[config.mk]
export PLATFORM = sky130hd
export DESIGN_NAME = lrutk_scan
export DESIGN_NICKNAME = d
export VERILOG_FILES = /design/src/sv/lrutk_scan.sv
export SDC_FILE = /design/constraint.sdc
export NUM_CORES = 1
export LEC_CHECK = 0
export BUFFER_PORTS_ARGS = -buffer_cell sky130_fd_sc_hd__buf_2
export CAP_MARGIN = 10
export CORE_AREA = 2 2 198 200
export DETAILED_ROUTE_END_ITERATION = 8
export DIE_AREA = 0 0 200 202
export GPL_TIMING_DRIVEN = 0
export SLEW_MARGIN = 25
export SYNTH_ARGS = -nofsm -noshare
export SYNTH_HDL_FRONTEND = slang
export SYNTH_SLANG_ARGS = --single-unit
[constraint.sdc]
create_clock -name vclk -period 5.5
set_clock_uncertainty 0.2 [all_clocks]
set_input_delay 0.275 -clock vclk [all_inputs]
set_output_delay 0.275 -clock vclk [all_outputs]
set_load 0.02 [all_outputs]
[src/sv/lrutk_scan.sv]
// Suffix OR over the match bits of the chain: bit i is set when some cell at
// position i or further down matched. Built as a log-depth prefix network.
// Depends on nothing outside this file.
module lrutk_scan #(
  parameter int N = 256
) (
  input  logic [N-1:0] match,
  output logic [N-1:0] below
);
  localparam int LEVELS = (N > 1) ? $clog2(N) : 1;

  logic [N-1:0] lvl [0:LEVELS];

  assign lvl[0] = match;

  for (genvar k = 0; k < LEVELS; k++) begin : g_level
    for (genvar i = 0; i < N; i++) begin : g_bit
      if (i + (1 << k) < N) begin : g_or
        assign lvl[k+1][i] = lvl[k][i] | lvl[k][i + (1 << k)];
      end else begin : g_pass
        assign lvl[k+1][i] = lvl[k][i];
      end
    end
  end

  assign below = lvl[LEVELS];

endmodule

=== Word-level counts from Yosys, hierarchy flattened ===
Index checks and enable logic that the tools add are counted.

* Muxes and demuxes: 0
* $add $sub $neg: 0
* Multipliers: 0
* Equal/unequal tests: 0
* Bitwise operators: 1793
* Shifts and indexed selects: 0
* Magnitude comparators: 0
* Reductions and logical operators: 0
* Divide/modulo/power cells: 0

{| class="wikitable"
|+ Operator list
! operator !! number
|-
| $or A1 B1 Y1 || 1793
|}

* Bits in latches: 0
* Word-level logic and storage cells: 1793
* Output and inout port bits: 256
* Register bits: 0
* Memories kept: 0
* Bits of input ports: 256
* Memory bits (read-only): 0
* Memory bits (writable): 0

=== Longest topological paths before layout ===
Gate-level depths: netlist of the first run.

* Word-level depth: 8
* Mapped depth: 8
* Mapped depth without buffers: 8

=== Worst setup path after synthesis of the first run ===
Ideal clock, no wire load.

* Kind: input-to-output
* Start point: in match[195]
* End point: out below[34]
* Arrival time: 2.894 ns
* Stages on the path: 6
* Setup slack: 2.131 ns
* Path through: or4_4 -> nor4_4 -> nor4b_4 -> nand4_1 -> or4_4 -> or4_4

* Longest elaborated chain between the ends: 8

{| class="wikitable"
|+ RTL lines
! item !! RTL line !! source
|-
| start: declaration || 7 || <nowiki>input logic [N-1:0] match,</nowiki>
|-
| $or A1 B1 Y1 (8 in a row) || 19 || <nowiki>assign lvl[k+1][i] = lvl[k][i] | lvl[k][i + (1 << k)];</nowiki>
|-
| end: declaration || 8 || <nowiki>output logic [N-1:0] below</nowiki>
|}

No other way between the ends.

=== Worst setup path after layout of the first run ===
* Start point: in match[131]
* End point: out below[27]

The elaborated chain is that of the path after synthesis.

==> results.py, run 1 <==
metrics = {
    "global_route": {
        "grt_use_met2_pct": 32.9,
        "grtUsageMet1_pct": 26.9,
        "grt_usage_pct": 19.7,
        "grt_pass1_vias": 7910,
        "grt_pass1_wl_mm": 56.6,
        "gr-max-usage-layer": "met2",
        "antenna_found_initial": 5,
        "met3_usage_pct": 2.92,
        "grt_max_degree": 11,
        "grt_overflow": 0,
    },
    "worst_setup_path": {
        "worst-path-max-fanout": 8,
        "end_kind": "output port",
        "required_ps": 5030,
        "worstPathCellList": "buf_2, nor4_1, nand4_1, nor4_1, nand4_1, nor3_2, nand3_1, buf_2",
        "start_kind": "primary input",
        "cpMaxStageDelayCell": "nor3_2",
        "worstPathArrival_ps": 4270,
        "worst-setup-path-type": "primary input to output port",
        "max_stage_delay_ps": 780,
    },
    "timing": {
        "hold_viol_final": 0,
        "fmax_mhz": 211,
        "setup_viol": 0,
        "final.setup.tns_ps": 0,
        "finalMaxSlewViolations": 0,
        "hold_slack_ps": 671,
        "slew_headroom_pct": 32.3,
        "rsz0062_at_grt": "no",
        "fin_crit_ps": 4740,
        "worstMarginPinSlew_ps": 1010,
        "finalCritPeriodShare_pct": 86.3,
    },
    "min_path": {
        "hold_class": "primary input to output port",
    },
    "logic_synthesis": {
        "synth_top_family_by_area": "simple AND/OR/NAND/NOR gates",
        "synth_area_per_cell_sq_um": 5.43,
        "syn_nets": 984,
        "synth_xor_xnor_area_share_pct": 0,
        "synthTopCellsByArea": "nor3_1, nor4_1, nand2_1, nor2_1, or3_1",
        "seq_area_frac_synth_pct": 0,
        "yosys_warnings": 0,
        "synth_compound_area_share_pct": 0,
        "synthCells": 728,
        "ys_types": 35,
        "synth_area_sq_mm": 0.00395,
        "synth_commonest_cells": "nand2_1, nor2_1, nor3_1",
        "synthAdderAreaFrac_pct": 0,
        "synth_top_area_share_pct": 11.9,
        "synth.most_common_cell": "nand2_1",
        "synth_largest_area_cell": "nor3_1",
        "synthSimpleGateAreaFrac_pct": 95.3,
        "muxShareOfSynthArea_pct": 0,
    },
    "floorplanning": {
        "dieArea_sq_mm": 0.0404,
        "io_pins": 512,
        "placement_rows": 72,
        "core_region_area_sq_mm": 0.0383,
        "fp.dieH_um": 202,
        "initial_core_util_pct": 10.3,
        "die_x_um": 200,
    },
    "pwr": {
        "finalPower_uw": 222,
        "cellLeakagePower_nw": 2.24,
        "irDropWorstVdd_mv": 0.0147,
        "powerDensity_mw_per_mm2": 30.8,
    },
    "cells_and_area": {
        "fillers": 4547,
        "fin_nets": 1498,
        "drive_gt1_share_pct": 45.7,
        "areaGrowthSynthToFinish_pct": 82.7,
        "seq_cell_count": 0,
        "seq_area_sq_um": 0,
        "n_clock_buffer": 0,
    },
    "detailed_routing": {
        "num_vias": 8406,
        "drtAntennaViolNets": 0,
        "drt_iter0_drc": 693,
        "vias_per_cell": 4.77,
        "drt_pass1_iterations": 7,
        "drt_wl_total_mm": 42.8,
        "wl_per_cell_um": 24.3,
        "route.detailed.drc": 0,
    },
    "placement": {
        "hpwlAfterDp_mm": 38.6,
        "gp_congestion": 0.946,
        "port_buffers": 512,
    },
    "run": {
        "cap_violations": 0,
    },
    "clock_network": {
        "holdBufCountCts": 0,
        "cts_resized": 0,
        "postCtsSetupBuffers": 0,
    },
    "status": {
        "status": "finished, final reports clean",
    },
}
[metal layers]
layer	up-vias	part of all wire, %	routed length [um]
met1	4083	44	19000
met5	-	0.030	13
li1	3825	-	-
met4	2	1.4	603
met2	461	47	20100
met3	35	7.1	3060
[stage by stage]
stage	utilization (%)	cell area [sq um]	std cells	setup slack, ps
2_1_floorplan	-	3950	728	2130
3_3_place_gp	18.7	7160	1758	287
3_5_place_dp	18.8	7200	1758	526
4_1_cts	18.8	7200	1758	505
5_1_grt	18.9	7220	1762	287
6_report	18.9	7220	1764	755
[logic make-up after synthesis]
family	Yosys count
AND/OR/NAND/NOR	681
buffers and inverters	47
[where the power goes]
part / switching [mW] / total, mW / internal (mW)
registers: 0 / 0 / 0
logic: 0.133 / 0.222 / 0.0889
clock network: 0 / 0.000000133 / 0.000000133
total: 0.133 / 0.222 / 0.0889
[layout make-up]
class	instances	area [sq um]	area share, %
repair buffers	512	2560	35.5
well taps	518	648	8.97
inverters	39	146	2.03
multi-input cells	681	3810	52.8
plain buffers	8	37.5	0.520
diodes	6	15.0	0.208
[cells in the final DEF, fill, tap and decap left out, types with 4 or more instances in the layout]
cell type  instances
inv_1             37
nor4_1            67
nand4b_1          12
or3_1             50
nand2_1          116
and3_1            13
or4_4              8
nand3b_1          10
nor3_1            92
or2_2             24
diode_2            6
nand4_1           49
clkbuf_1           4
or4_1             34
nor4_2             4
nand3_1           61
nor2_1           100
nor3_2             5
nor4b_1            4
buf_2            515
nand2b_1          13
[worst max-delay path: cells and delay by family]
kind,cells,cell delay (ps)
buf+inv,2,320
simple gates,6,3690
[final timing paths]
path	start	endpoint	slack [ps]	cells past startpoint
max	match[131]	below[27]	760	8
min	match[250]	below[250]	670	3
No activity file was read; power rests on OpenSTA's default activity.
==> inputs of run 2 (changes only) <==
==> constraint.sdc (replaced) <==
create_clock -name vclk -period 5.5
set_clock_uncertainty 0.2 [all_clocks]
set_input_delay 0.825 -clock vclk [all_inputs]
set_output_delay 0.825 -clock vclk [all_outputs]
set_load 0.02 [all_outputs]
==> results.py, run 2 (synthesized netlist as in run 1, its figures left out) <==
metrics = {
    "status": {
        "status": "finished, final reports clean",
    },
    "timing": {
        "final.setup.tns_ps": 0,
        "hold_slack_ps": 1770,
        "rsz0062_at_grt": "no",
        "hold_viol_final": 0,
        "finalMaxSlewViolations": 0,
        "fmax_mhz": 185,
        "worstMarginPinSlew_ps": 1040,
        "finalCritPeriodShare_pct": 98.1,
        "setup_viol": 0,
        "slew_headroom_pct": 29.9,
        "fin_crit_ps": 5400,
    },
    "detailed_routing": {
        "drt_iter0_drc": 633,
        "drt_wl_total_mm": 43.2,
        "drt_pass1_iterations": 5,
        "vias_per_cell": 4.73,
        "drtAntennaViolNets": 0,
        "wl_per_cell_um": 24.4,
        "route.detailed.drc": 0,
        "num_vias": 8391,
    },
    "worst_setup_path": {
        "required_ps": 4470,
        "end_kind": "output port",
        "worstPathArrival_ps": 4370,
        "worst-path-max-fanout": 10,
        "start_kind": "primary input",
        "worst-setup-path-type": "primary input to output port",
    },
    "pwr": {
        "irDropWorstVdd_mv": 0.0144,
        "powerDensity_mw_per_mm2": 30.3,
        "cellLeakagePower_nw": 2.31,
    },
    "placement": {
        "gp_congestion": 0.946,
        "hpwlAfterDp_mm": 38.6,
        "place_area_sq_mm": 0.00720,
        "place_inst": 1758,
        "port_buffers": 512,
    },
    "cells_and_area": {
        "drive_gt1_share_pct": 46.6,
        "stdcell_area_sq_mm": 0.00733,
        "final_cell_mix": "buf_2, nand2_1, nor2_1, nor3_1, nor4_1",
        "stdcell_count": 1773,
        "fin_nets": 1506,
        "final_common_cell": "buf_2",
        "areaGrowthSynthToFinish_pct": 85.5,
        "seq_area_sq_um": 0,
        "seq_cell_count": 0,
        "n_clock_buffer": 0,
    },
    "min_path": {
        "hold_class": "primary input to output port",
    },
    "floorplanning": {
        "die_x_um": 200,
        "fp.dieH_um": 202,
        "io_pins": 512,
        "initial_core_util_pct": 10.3,
        "core_region_area_sq_mm": 0.0383,
        "dieArea_sq_mm": 0.0404,
        "placement_rows": 72,
    },
    "global_route": {
        "grt_pass1_wl_mm": 57.0,
        "grt_overflow": 0,
        "grt_max_degree": 11,
        "antenna_found_initial": 6,
        "grt_usage_pct": 19.9,
        "grt_pass1_vias": 7930,
    },
    "run": {
        "cap_violations": 0,
    },
}
run 2: cell types whose count changed in the layout (fill, tap and decap cells not counted), sizes merged:
cell | previous run | this run
buf | 516 | 524
diode | 6 | 7
run 2: worst paths after layout:
| check | end | startpoint | slack (ps) | depth (start not counted) |
|---|---|---|---|---|
| worst min-delay path | below[250] | match[250] | 1770 | 3 |
| worst max-delay path | below[17] | match[125] | 100 | 9 |
run 2: per-layer routing:
layer / vias up / global-route usage [%] / part of all wire [%]
met1: 4028 / 27.0 / 44
met5: - / 0 / 0.030
li1: 3852 / - / -
met3: 38 / 3.12 / 7.3
met4: 2 / 3.99 / 1.7
met2: 471 / 33.1 / 47
run 2: worst max-delay path: stages:
cell      delay [ps]
buf_2            160
nor3_1           580
nand4_1          410
nor3_1           940
nand4_1          320
nor2_1           300
clkbuf_1         420
nand2_1          200
buf_2            210
run 2: where the power goes:
| part | switching [mW] | internal (mW) | leakage, nW | total [mW] |
|---|---|---|---|---|
| Sequential | 0 | 0 | 0 | 0 |
| Combinational | 0.133 | 0.0890 | 2.31 | 0.222 |
| Clock | 0 | 0.000000135 | 0.0000494 | 0.000000135 |
| Total | 0.133 | 0.0890 | 2.31 | 0.222 |
run 2: repair_timing:
| item | CTS | global route |
|---|---|---|
| hold buffers | 0 | 0 |
| pin swaps | 3 | 2 |
| endpoints found under the hold margin | 0 | 0 |
| cloned | 0 | 0 |
| setup buffers | 7 | 1 |
| gates resized for setup | 4 | 5 |
| endpoints found under the setup margin | 51 | 39 |
run 2: through the flow:
stage | util, % | total power [mW] | worst slack (ps)
CTS | 19.0 | 0.217 | 4.18
floorplan | - | 0.0473 | 1030
finish | 19.2 | 0.222 | 105
global placement | 18.7 | 0.213 | -813
global route | 19.1 | 0.238 | 4.78
detailed placement | 18.8 | 0.216 | -574
run 2: area by class of cell:
class / instances / area (sq um)
Tap cell: 518 / 648
Timing Repair Buffer: 520 / 2640
Fill cell: 4539 / 31000
Multi-Input combinational cell: 681 / 3850
Antenna cell: 7 / 17.5
Buffer: 8 / 40.0
Inverter: 39 / 146
