==> src/sv/lrutk_pkg.sv <==
// Package for the LRU texture key cache: sizes, field widths, the sequencer
// state type and the control group that the top level sends to every cell.
// Depends on nothing.
package lrutk_pkg;

  localparam int DEF_CAPACITY = 256;
  localparam int DEF_ID_BITS  = 32;

  // Fixed widths of the request and result fields.
  localparam int IMAGE_ID_W = 32;
  localparam int OCC_W      = 9;

  // Stream bus widths, whole bytes.
  localparam int S_TDATA_W = 40;  // 35 bits of fields
  localparam int M_TDATA_W = 48;  // 45 bits of fields

  // Request kinds carried on s_tuser.
  localparam logic CMD_LOOKUP = 1'b0;
  localparam logic CMD_CLEAR  = 1'b1;

  typedef enum logic {
    ST_IDLE,
    ST_UPDATE
  } state_t;

  // Control group given to every cell of the chain.
  typedef struct packed {
    logic cmp_en;  // latch the compare result against the request key
    logic clear;   // drop the entry
    logic shift;   // take the neighbor's entry
  } cell_ctrl_t;

endpackage

==> src/sv/lrutk_cell.sv <==
// One cell of the recency chain: holds a key and its valid bit, compares it
// against the request key and takes its neighbor's entry when told to shift.
// Depends on lrutk_pkg.
module lrutk_cell #(
  parameter int KEY_W = lrutk_pkg::DEF_ID_BITS + 1
) (
  input  logic                  clk,
  input  logic                  rst,
  input  lrutk_pkg::cell_ctrl_t ctrl,
  input  logic [KEY_W-1:0]      cmp_key,
  input  logic [KEY_W-1:0]      in_key,
  input  logic                  in_valid,
  output logic [KEY_W-1:0]      key,
  output logic                  valid,
  output logic                  match
);
  import lrutk_pkg::*;

  always_ff @(posedge clk) begin
    if (rst) begin
      valid <= 1'b0;
      match <= 1'b0;
    end else begin
      if (ctrl.cmp_en) begin
        match <= valid && (key == cmp_key);
      end
      if (ctrl.clear) begin
        valid <= 1'b0;
      end else if (ctrl.shift) begin
        valid <= in_valid;
      end
    end
  end

  always_ff @(posedge clk) begin
    if (!ctrl.clear && ctrl.shift) begin
      key <= in_key;
    end
  end

endmodule

==> config.mk <==
export PLATFORM = sky130hd
export DESIGN_NAME = lrutk_cell
export DESIGN_NICKNAME = d
export VERILOG_FILES = /design/src/sv/lrutk_pkg.sv /design/src/sv/lrutk_cell.sv
export SDC_FILE = /design/constraint.sdc
export NUM_CORES = 1
export LEC_CHECK = 0
export BUFFER_PORTS_ARGS = -buffer_cell sky130_fd_sc_hd__buf_2
export CORE_MARGIN = 2
export CORE_UTILIZATION = 44
export CTS_BUF_LIST = sky130_fd_sc_hd__clkbuf_4 sky130_fd_sc_hd__clkbuf_8
export DETAILED_ROUTE_END_ITERATION = 7
export MAX_ROUTING_LAYER = met4
export PLACE_DENSITY = 0.87
export REMOVE_ABC_BUFFERS = 1
export SLEW_MARGIN = 20
export SYNTH_ARGS = -nofsm -noshare
export SYNTH_HDL_FRONTEND = slang
export SYNTH_SLANG_ARGS = --single-unit
==> constraint.sdc <==
create_clock -name clk -period 5.1 [get_ports clk]
set_input_delay 1.53 -clock clk [delete_from_list [all_inputs] [get_ports clk]]
set_output_delay 1.53 -clock clk [all_outputs]
set_load 0.02 [all_outputs]
== Yosys cells after proc, flatten, opt, wreduce, memory -nomap -nowiden ==
Index checks and enable logic that the tools add are counted.
Cells by class
  equality and inequality tests: 1
  reductions and logical operators: 4
Operators with widths (count)
  33-bit == test: 1
  1-bit logical AND: 2
  2-bit OR reduction: 1
  1-bit logical NOT: 1
Storage, ports and cells
  flip-flop bits (word level): 35
  input port bits: 72
  output and inout port bits: 35
  logic and storage cells: 8

== Depth between registers and ports, before layout ==
Gate-level depths: netlist (run 1).
  word-level depth: 2
  mapped depth: 5
  gate-level depth less buffers: 5

== Worst setup path before layout (run 1) ==
OpenSTA, ideal clock, no wires.
  kind: in2reg
  start point: input port ctrl[1] (netlist name)
  end point: register key[0], enable pin
  setup time: 0.427 ns
  data arrival time: 3.026 ns
  required time: 4.673 ns
  setup slack: 1.646 ns
  stages on the path: 1
  path buffers: 0
  cell sequence: nor2b_1
On the way
  longest elaborated chain between the ends: 2
Ends and longest elaborated chain
  start: declaration: RTL line lrutk_cell.sv:9  | input lrutk_pkg::cell_ctrl_t ctrl,
  1-bit logical NOT: RTL line lrutk_cell.sv:36  | if (!ctrl.clear && ctrl.shift) begin
  1-bit logical AND: RTL line lrutk_cell.sv:36
  end signal: assignment: RTL line lrutk_cell.sv:37  | key <= in_key;
  end: declaration: RTL line lrutk_cell.sv:13  | output logic [KEY_W-1:0] key,
Every way passes these cells.
A chain may end at the register's enable or synchronous reset.

== Worst setup path after layout (run 1) ==
  start point: register key[8]
  end point: output port key[8]
No word-level cell between the ends.

==> results of run 1 <==
==> cells by family after synthesis <==
logic type and after synthesis:
multiplexers 1, AND/OR/NAND/NOR 16, AO/OA/AOI/OAI 1, XOR/XNOR 33, flip-flops 35
==> state kept, by name, indices dropped and copies added, names as in the netlist <==
name	count
match	1
key	33
valid	1
==> where the power goes <==
group          switching [mW]  internal (mW)  leakage [nW]  total (mW)
Combinational          0.0527         0.0488         0.540       0.102
Clock                  0.0844         0.0643        0.0361       0.149
Sequential             0.0123          0.335         0.326       0.348
==> worst paths after layout <==
check | startpoint | to | slack (ns) | cells past startpoint
setup / recovery | key[8] | key[8] | 2.62 | 1
hold / removal | match | match | 0.47 | 2
setup reg to reg | key[22] | match | 3.56 | 5
hold reg to reg | match | match | 0.47 | 2
==> routing by layer <==
metal / track usage (%) / wire, microns / vias to the layer above
met4: 9.01 / 74 / 0
met5: - / 0 / -
li1: - / - / 546
met3: 11.5 / 425 / 8
met1: 19.2 / 1230 / 496
met2: 27.6 / 1490 / 77
==> cell usage after synthesis <==
library cell and number:
nor4_1 4, dfxtp_1 2, nor2_1 1, o21ai_1 1, mux2i_1 1, or4_1 1
nor3_1 1, xor2_1 13, nand4_1 6, xnor2_1 20, nand2_1 2, nor2b_1 1
edfxtp_1 33
==> stage by stage <==
stage | setup WS, ns | hold slack [ns] | power, mW | utilization [%] | cells
2_1_floorplan | 1.65 | 0.521 | 0.405 | - | 86
3_3_place_gp | 2.43 | 0.435 | 0.454 | 65.7 | 237
3_5_place_dp | 2.32 | 0.457 | 0.457 | 65.7 | 237
4_1_cts | 2.60 | 0.472 | 0.606 | 67.6 | 245
5_1_grt | 2.55 | 0.495 | 0.626 | 67.6 | 245
6_report | 2.62 | 0.469 | 0.598 | 67.6 | 245
==> area by class of cell <==
| cell class | count | area [sq um] | area share, % |
|---|---|---|---|
| Sequential cell | 35 | 1030 | 49.5 |
| Timing Repair Buffer | 107 | 538 | 25.9 |
| Multi-Input combinational cell | 51 | 399 | 19.2 |
| Tap cell | 44 | 55.1 | 2.65 |
| Clock buffer | 7 | 52.6 | 2.53 |
| Clock inverter | 1 | 5.00 | 0.241 |
==> impl_metrics.py, run 1 <==
metrics = {
    "run_status": {
        "status": "finished, final reports clean",
    },
    "worst_setup_path": {
        "worst_setup_path_start_kind": "flop",
        "critPathKind": "flop to output pin",
        "cp.required_ns": 3.57,
        "critPathTopFamily": "flip-flops",
        "endpoint_kind": "output pin",
        "critPathArrivalTime_ns": 0.95,
        "crit_path_max_fanout": 2,
        "max_stage_delay_ns": 0.44,
        "crit_chain": "buf_2",
        "critPathBufInv": 1,
        "critPathSlowestCell": "edfxtp_1",
    },
    "synth": {
        "synth_xor_area_share_pct": 20.2,
        "synth_top_area_share_pct": 69.4,
        "synth_area_leaders": "edfxtp_1 69%, xnor2_1 12%, xor2_1 8.0%",
        "syn_area_per_cell_sq_um": 16.6,
        "synthMuxAreaShare_pct": 0.701,
        "synth_top_area_cell": "edfxtp_1",
        "synthSimpleGateAreaFrac_pct": 6.49,
        "yosysSeqAreaShare_pct": 72.2,
        "yosysUniqueCellTypes": 13,
        "ys_ff_latch": 35,
        "synth_top_family_by_area": "XOR/XNOR gates",
        "netlist_area_sq_um": 1430,
        "synthCells": 86,
        "synth_compound_area_share_pct": 0.351,
        "synthAdderAreaFrac_pct": 0,
        "yosysWarnings": 0,
    },
    "power_and_ir_drop": {
        "p_leak_nw": 0.902,
        "vdd_drop_max_mv": 0.192,
        "p_per_area_nw_per_um2": 287,
    },
    "sta": {
        "tightest_slew_ns": 0.443,
        "period_minus_slack_ns": 2.48,
        "relSlewSlack_pct": 70.2,
        "fin_skew_ns": 0.00617,
        "maxSlewViolCount": 0,
        "finalSetupTns_ns": 0,
        "finalCritPeriodShare_pct": 48.7,
        "rsz0062_at_grt": "false",
        "finalSetupViolations": 0,
        "max_freq_mhz": 403,
        "hold_viol_final": 0,
    },
    "finish": {
        "drive_gt1_share_pct": 57.7,
        "nNetsFinal": 272,
        "diodes": 0,
        "final_cell_mix": "106 x buf_2, 33 x edfxtp_1, 20 x xnor2_1",
        "fin_area_sq_um": 2080,
        "num-fill-cells": 240,
        "area_growth_pct": 45.7,
        "mostFrequentLayoutCell": "buf_2",
    },
    "placement": {
        "port_buffers": 106,
        "placed_area_sq_um": 2020,
        "hpwl_mm": 2.66,
        "gp_congestion": 0.700,
    },
    "die": {
        "fp.dieH_microns": 61.0,
        "start_util_pct": 46.4,
        "fp.dieW_microns": 61.0,
        "num_rows": 20,
        "dieArea_sq_um": 3720,
        "pin_count": 107,
        "design.core.area_sq_um": 3080,
    },
    "clock_network": {
        "postCtsSetupRepairBufs": 0,
        "cts_tree": "yes",
        "clockBufferDepth": 2,
        "clock_sinks": 35,
        "clkLatencyLatePin_ns": 0.33,
        "root_buffer": "clkbuf_4",
        "clk_pin_slew_worst_paths_ns": 0.10,
        "ctsHoldBuffers": 0,
        "h-tree-depth": 2,
        "ctsResizeCount": 0,
        "cts_buffers": 5,
    },
    "run": {
        "cap_violations": 0,
    },
    "routing": {
        "first_iter_violations": 16,
        "dr.pass1.iters": 3,
        "vias": 1127,
        "routedWlPerCell_microns": 13.1,
        "via_per_inst": 4.60,
        "ant_nets": 0,
        "drc_errors": 0,
        "routed_wl_mm": 3.22,
    },
    "grt": {
        "grt_max_degree": 34,
        "grt_pass1_vias": 1025,
        "grt_pass1_wl_mm": 4.37,
        "grt_overflow": 0,
        "track_usage_pct": 18.5,
        "antenna_found_initial": 0,
    },
    "worst_hold_path": {
        "hold_class": "flop to flop",
    },
}
(Power assumes the default switching activity.)
==> inputs of run 2 (changes only) <==
CORE_UTILIZATION = 37   (was 44)
PLACE_DENSITY = 0.78   (was 0.87)
clock period = 2 ns   (was 5.1 ns; I/O delays follow)
==> run 2 against run 1 <==
  * Sequential share of layout area shrank 1.7 points
  * Critical path depth did not move
  * Clock power rose to 4.0 times the previous value
  * Routed wire length decreased by 4.3%
  * Core utilization shrank 9.2 points
  * Largest power group unchanged
  * Cell count increased by 1.6%
  * Clock skew is 0.0039 ns lower
  * Final area rose by 3.5%
  * Largest cell class unchanged
  * Die area up 18%
==> impl_metrics.py, run 2 (synthesized netlist as in run 1, its figures left out) <==
metrics = {
    "die": {
        "design.core.area_sq_um": 3690,
        "fp.dieH_microns": 66.1,
        "fp.dieW_microns": 66.1,
        "dieArea_sq_um": 4370,
        "pin_count": 107,
        "start_util_pct": 38.7,
        "num_rows": 22,
    },
    "finish": {
        "nNetsFinal": 272,
        "reg.largest.list": "key: 33 flops, match: 1 flops, valid: 1 flops",
        "area_growth_pct": 50.8,
        "final_cell_mix": "106 x buf_2, 33 x edfxtp_1, 20 x xnor2_1",
        "seqCellArea_sq_um": 1030,
        "drive_gt1_share_pct": 57.2,
        "final_util_pct": 58.4,
        "diodes": 0,
        "largest-register": "key",
        "num-fill-cells": 311,
        "largest_reg_flops": 33,
        "multiInputGateArea_sq_um": 404,
        "mostFrequentLayoutCell": "buf_2",
        "fin_cells": 249,
    },
    "grt": {
        "grt_pass1_wl_mm": 4.46,
        "antenna_found_initial": 0,
        "grt_max_degree": 34,
        "grt_overflow": 0,
        "track_usage_pct": 15.0,
        "grt_pass1_vias": 1087,
    },
    "worst_setup_path": {
        "critPathSlowestCell": "edfxtp_1",
        "critPathBufInv": 1,
        "cp.required_ns": 1.40,
        "endpoint_kind": "output pin",
        "crit_chain": "buf_2",
        "critPathArrivalTime_ns": 0.88,
        "critPathKind": "flop to output pin",
        "max_stage_delay_ns": 0.42,
        "worst_setup_path_start_kind": "flop",
        "crit_path_max_fanout": 2,
        "critPathTopFamily": "flip-flops",
    },
    "clock_network": {
        "root_buffer": "clkbuf_8",
        "postCtsSetupRepairBufs": 0,
        "h-tree-depth": 2,
        "clock_sinks": 35,
        "ctsResizeCount": 0,
        "clockBufferDepth": 2,
        "cts_tree": "yes",
        "ctsHoldBuffers": 0,
        "clkLatencyLatePin_ns": 0.28,
        "clk_pin_slew_worst_paths_ns": 0.07,
        "cts_buffers": 5,
    },
    "sta": {
        "maxSlewViolCount": 0,
        "max_freq_mhz": 676,
        "rsz0062_at_grt": "false",
        "fin_hold_ws_ns": 0.458,
        "finalCritPeriodShare_pct": 74.0,
        "finalSetupViolations": 0,
        "period_minus_slack_ns": 1.48,
        "fin_skew_ns": 0.00229,
        "relSlewSlack_pct": 76.1,
        "tightest_slew_ns": 0.356,
        "finalSetupTns_ns": 0,
        "hold_viol_final": 0,
    },
    "routing": {
        "ant_nets": 0,
        "drc_errors": 0,
        "vias": 1102,
        "dr.pass1.iters": 4,
        "routed_wl_mm": 3.08,
        "routedWlPerCell_microns": 12.4,
        "via_per_inst": 4.43,
        "first_iter_violations": 26,
    },
    "power_and_ir_drop": {
        "vdd_drop_max_mv": 0.665,
        "p_per_area_nw_per_um2": 811,
        "p_total_mw": 1.75,
        "p_leak_nw": 0.929,
    },
    "placement": {
        "gp_congestion": 0.779,
        "dp.cells": 241,
        "port_buffers": 106,
        "hpwl_mm": 2.52,
    },
    "run": {
        "cap_violations": 0,
    },
    "worst_hold_path": {
        "hold_class": "flop to flop",
    },
    "run_status": {
        "status": "finished, final reports clean",
    },
}
[run 2: changes by cell type in the layout (fill, tap and decap cells not counted), sizes merged]
| cell | delta |
|---|---|
| bufinv | +1 |
| clkbuf | -2 |
| clkinv | +1 |
[run 2: layer usage]
layer  part of all wire [%]  wire [microns]  global-route usage (%)  vias to the layer above
met3                     13             413                    6.98                        9
met1                     35            1080                    15.3                      474
met2                     49            1500                    23.8                       76
li1                       -               -                       -                      543
met5                      0               0                       -                        -
met4                    2.9              88                    8.67                        0
[run 2: cell type report]
type / instances / area share, %
Sequential cell: 35 / 47.9
Clock inverter: 3 / 1.80
Tap cell: 48 / 2.79
Multi-Input combinational cell: 51 / 18.8
Timing Repair Buffer: 107 / 25.6
Clock buffer: 5 / 3.20
[run 2: final timing paths]
path                start  endpoint  slack (ns)  depth (start not counted)
setup / recovery  key[24]   key[24]        0.52                          1
hold / removal      match     match        0.46                          2
setup reg to reg  key[14]     match        0.57                          5
hold reg to reg     match     match        0.46                          2
[run 2: tightest hold or removal path: stages, from the launching register on]
cell	delay, ns
dfxtp_1	0.32
nand2_1	0.05
o21ai_1	0.05
[run 2: where the power goes]
group | internal [mW] | switching [mW]
registers | 0.856 | 0.0272
logic | 0.128 | 0.135
clock network | 0.364 | 0.236
[run 2: stage by stage]
step,setup WS [ns],area (sq um)
6_report,0.521,2150
3_5_place_dp,0.222,2050
5_1_grt,0.370,2150
4_1_cts,0.507,2150
3_3_place_gp,0.268,2050
2_1_floorplan,-0.524,1430
